<file path="config.mk">
export PLATFORM = sky130hd
export DESIGN_NAME = sea_cell
export DESIGN_NICKNAME = d
export VERILOG_FILES = /design/src/rtl/sea_pkg.sv /design/src/rtl/sea_cell.sv
export SDC_FILE = /design/constraint.sdc
export NUM_CORES = 1
export LEC_CHECK = 0
export BUFFER_PORTS_ARGS = -buffer_cell sky130_fd_sc_hd__buf_2
export CAP_MARGIN = 20
export CORE_ASPECT_RATIO = 1.4
export CORE_MARGIN = 1
export CORE_UTILIZATION = 41
export DETAILED_ROUTE_END_ITERATION = 8
export GPL_TIMING_DRIVEN = 0
export PLACE_DENSITY = 0.81
export SKIP_CTS_REPAIR_TIMING = 1
export SYNTH_ARGS = -nofsm -noshare
export SYNTH_HDL_FRONTEND = slang
export SYNTH_SLANG_ARGS = --single-unit
</file>
<file path="constraint.sdc">
create_clock -name clk_i -period 4.1 [get_ports clk_i]
set_input_delay 0.205 -clock clk_i [delete_from_list [all_inputs] [get_ports clk_i]]
set_output_delay 0.205 -clock clk_i [all_outputs]
set_load 0.02 [all_outputs]
</file>
<file path="src/rtl/sea_pkg.sv">
// Shared types and constants for the ascending sort engine.
// Used by sea_cell and sort_engine_ascending_top; no dependencies.
package sea_pkg;

  localparam int unsigned DataW        = 32;
  localparam int unsigned MaxItemsDflt = 64;

  typedef logic signed [DataW-1:0] data_t;

  // What a cell shows its neighbors.
  typedef struct packed {
    logic  valid;
    logic  gt;      // held value sorts after the word being inserted (or cell is empty)
    data_t value;
  } cell_t;

  // Chain-wide control, same for every cell.
  typedef struct packed {
    logic insert;
    logic shift;
  } ctrl_t;

endpackage

</file>
<file path="src/rtl/sea_cell.sv">
// One cell of the insertion chain: holds one element and its valid bit.
// Depends on sea_pkg.
module sea_cell (
  input  logic           clk_i,
  input  logic           rst_ni,
  input  sea_pkg::ctrl_t ctrl_i,
  input  sea_pkg::data_t ins_value_i,
  input  sea_pkg::cell_t left_i,
  input  sea_pkg::cell_t right_i,
  output sea_pkg::cell_t cell_o
);
  import sea_pkg::*;

  logic  valid_q, valid_d;
  data_t value_q, value_d;
  logic  gt;

  // Empty cells count as greater so the new word lands at the end of the run.
  assign gt = !valid_q || (ins_value_i < value_q);

  always_comb begin
    valid_d = valid_q;
    value_d = value_q;
    if (ctrl_i.shift) begin
      // Drain: move toward the output end.
      valid_d = right_i.valid;
      value_d = right_i.value;
    end else if (ctrl_i.insert) begin
      valid_d = valid_q | left_i.valid;
      if (left_i.gt) begin
        value_d = left_i.value;
      end else if (gt) begin
        value_d = ins_value_i;
      end
    end
  end

  always_ff @(posedge clk_i or negedge rst_ni) begin
    if (!rst_ni) begin
      valid_q <= 1'b0;
    end else begin
      valid_q <= valid_d;
    end
  end

  always_ff @(posedge clk_i) begin
    value_q <= value_d;
  end

  assign cell_o = '{valid: valid_q, gt: gt, value: value_q};

endmodule

</file>
==> metrics.md <==
| Metric | Value |
|---|---|
| Status | `finished clean` |
| Sequential share of the synthesized area | `between 30 and 40%` |
| Final std cells w/o fill | `474` |
| Drt total wl | `about 6.4 mm` |
| DRC violations left | `0` |
| Async SR Flop Fraction | `3.03%` |
| I/O pins | `138` |
| Root Driver | `clkbuf_8` |
| GR Overflow Total | `0` |
| Core region area | `~5900 µm²` |
| Clk slew on worst S/H paths | `about 0.07 ns` |
| GPL Wtd Cong | `about 0.73` |
| Vias in the first global route | `between 2000 and 2500` |
| DP Wirelength | `around 5.2 mm` |
| Number of diodes | `0` |
| Gr usage total | `a little over a fifth` |
| Top-count cell post-synth | `nand2_1` |
| Hold Path Stages | `3` |
| First-pass GRT wire length | `between 9 and 10 mm` |
| Final hold violation count | `0` |
| Placed cell count | `465` |
| Worst-Margin Slew | `about 0.65 ns` |
| Number of H-tree levels | `2` |
| Multi-input logic area | `approximately 1300 µm²` |
| Top Family by Delay on Critical Path | `compound AO/OA/AOI/OAI gates` |
| Via count | `between 2000 and 2500` |
| Routed len/inst | `~13 µm` |
| Final setup vio count | `0` |
| RSZ-0062 raised after global routing | `no` |
| Leakage | `about 1.8 nW` |
| Nets@finish | `roughly 540` |
| Most frequent cells after synthesis | `nand2_1, o21ai_0, edfxtp_1, mux2i_1` |
| Fill cells | `approximately 540` |
| Startpoint Class | `flip-flop` |
| Drt first-iter violations | `81` |
| Syn avg cell area | `roughly 9.6 µm²` |
| Buffers from clock root to sink, at most | `2` |
| Max VDD drop | `about 0.17 mV` |
| Syn Nets | `395` |
| Post-route ant nets | `0` |
| Power density cells | `~300 nW/µm²` |
| Final Total Pwr | `1.04 mW` |
| WP depth | `9` |
| Worst Hold Class | `in2reg` |
| Slowest-stage cell, CP | `a31oi_4` |
| Post-synthesis cell type count | `26` |
| Buffers & Inverters on Critical Path | `2` |
| Worst endpoint required time | `4.09 ns` |
| Layout cell share with drive strength beyond 1 | `between 30% and 40%` |
| Reg2reg path depth | `9` |
| CTS sink cnt | `33` |
| CP Class | `reg2reg` |
| Slew Viols, Final | `0` |
| Port buffer count | `134` |
| Synth Warn # | `0` |
| Critical path fanouts, max | `18` |
| CTS tree | `yes` |
| Worst skew pair latency | `around 0.28 ns` |
| Fin crit share | `about three quarters` |
| Synthesis-to-layout area growth | `36.0%` |
| Worst Skew | `0.00456 ns` |
| Dominant cell type by area after synthesis | `edfxtp_1` |
| Vias per cell | `5.02` |
| Register area | `between 900 and 1000 µm²` |
| Fmax | `324 MHz` |
| Ys flop type | `edfxtp_1` |
| Crit path DAT | `3.08 ns` |
| Post-Syn Area | `between 2000 and 2500 µm²` |
| Pre-Repair DR Iteration Count | `4` |
| Fin crit period | `just over 3 ns` |
| Die Area | `~6400 µm²` |
| Synth area leaders | `edfxtp_1, ha_1, mux2i_1, o21ai_0, nand2_1` |
| Die Width | `a little under 70 µm` |
| Post-synthesis register bit count | `33` |
| Die height | `94.1 µm` |
| Max Cap Viol | `0` |
| Clock buffer count from CTS | `5` |
| Pin count of the biggest net entering global routing | `19` |
| Initial antenna violation count | `0` |
| EDFF count, synth | `32` |
| Worst path cell trace | `inv_1 > ha_1 > nand4_1 > o311a_1 > o41ai_2 > a31oi_1 > xor2_1 > a31oi_4 > buf_16` |
| Crit end category | `flip-flop` |
| Row count | `33` |
| Initial Util | `42.4%` |
| CP peak stage delay | `between 0.5 and 0.6 ns` |
| Relative slew slack | `56.9%` |
| Hold Slack | `between 0.15 and 0.2 ns` |
| Post-Synthesis Cells | `260` |
| Synth top area share | `between 30% and 40%` |
## cell families (layout without fill, tap and decap cells)
group	count (synthesis)	count (layout)	share of synthesized area, %
compound gates	60	60	13.5
simple gates	59	59	10.3
buf+inv	44	188	7.66
flops	33	33	39.7
mux	32	32	12.9
fa+ha+maj	31	31	15.6
xor+xnor	1	1	0.353
## sequential cells by signal, summed over array words and instances, names as in the netlist
| register | count |
|---|---|
| valid_q | 1 |
| value_q | 32 |
## path summary, 6_finish.rpt
path	slack, ns	from	end
setup / recovery	1.01	value_q[7]	value_q[16]
hold / removal	0.18	right_i[33]	valid_q
setup reg to reg	1.01	value_q[7]	value_q[16]
hold reg to reg	0.72	valid_q	valid_q
max in group asynchronous	3.77	rst_ni	valid_q
min in group asynchronous	0.24	rst_ni	valid_q
## where the power goes
group          switching, mW  internal (mW)  leakage, nW
Sequential            0.0184          0.420        0.341
Combinational          0.209          0.152         1.39
Clock                  0.126          0.118       0.0450
## final cells by class
type                       instances  share of cell area (%)
multi-input combinational        183                    39.2
sequential                        33                    29.2
timing repair buffer             136                    21.0
clock inverter                     2                   0.296
clock buffer                       6                    2.15
inverter                          31                    3.45
buffer                            13                    2.19
tap                               70                    2.59
## layer usage
| metal | routed length (µm) | part of all wire, % | global-route usage [%] | vias to the layer above |
|---|---|---|---|---|
| met1 | 2470 | 39 | 23.0 | 1077 |
| li1 | - | - | - | 1204 |
| met5 | 0 | 0 | 0 | - |
| met2 | 3390 | 53 | 38.7 | 88 |
| met4 | 97 | 1.5 | 6.60 | 0 |
| met3 | 405 | 6.4 | 4.61 | 10 |
## through the flow
stage	TNS [ns]	util [%]	area, µm²	setup WS [ns]
after floorplan	0	-	2480	0.0465
after global placement	-30.05	55.3	3240	-0.941
after detailed placement	0	56.0	3280	0.950
after CTS	0	57.4	3370	0.938
after global routing	0	57.6	3380	0.769
final	0	57.6	3380	1.01
## worst reg2reg max path, stage by stage, from the launching register on
cell      delay [ns]
edfxtp_1        0.34
inv_1           0.05
ha_1            0.31
nand4_1         0.11
o311a_1         0.39
o41ai_2         0.42
a31oi_1         0.16
xor2_1          0.21
a31oi_4         0.57
buf_16          0.24
## placed cells by master (no fill, tap or decap)
master and n:
dfrtp_1 1, nor4_4 1, dlygate4sd3_1 1, clkinv_2 2, or2b_1 1, clkbuf_8 5
buf_16 1, buf_4 2, o41ai_2 1, o311a_1 1, a211oi_1 1, nor2_1 7
edfxtp_1 32, mux2i_1 32, o211ai_1 1, buf_6 2, nand2_1 44, a31oi_4 1
a211o_1 1, nand3_1 2, clkbuf_1 8, nand4_1 4, ha_1 31, a221oi_1 1
a31oi_1 2, buf_2 136, o21ai_0 37, inv_1 31, a21oi_1 13, a21o_1 1
xor2_1 1
Note: power is estimated with default switching activity, not from simulation.
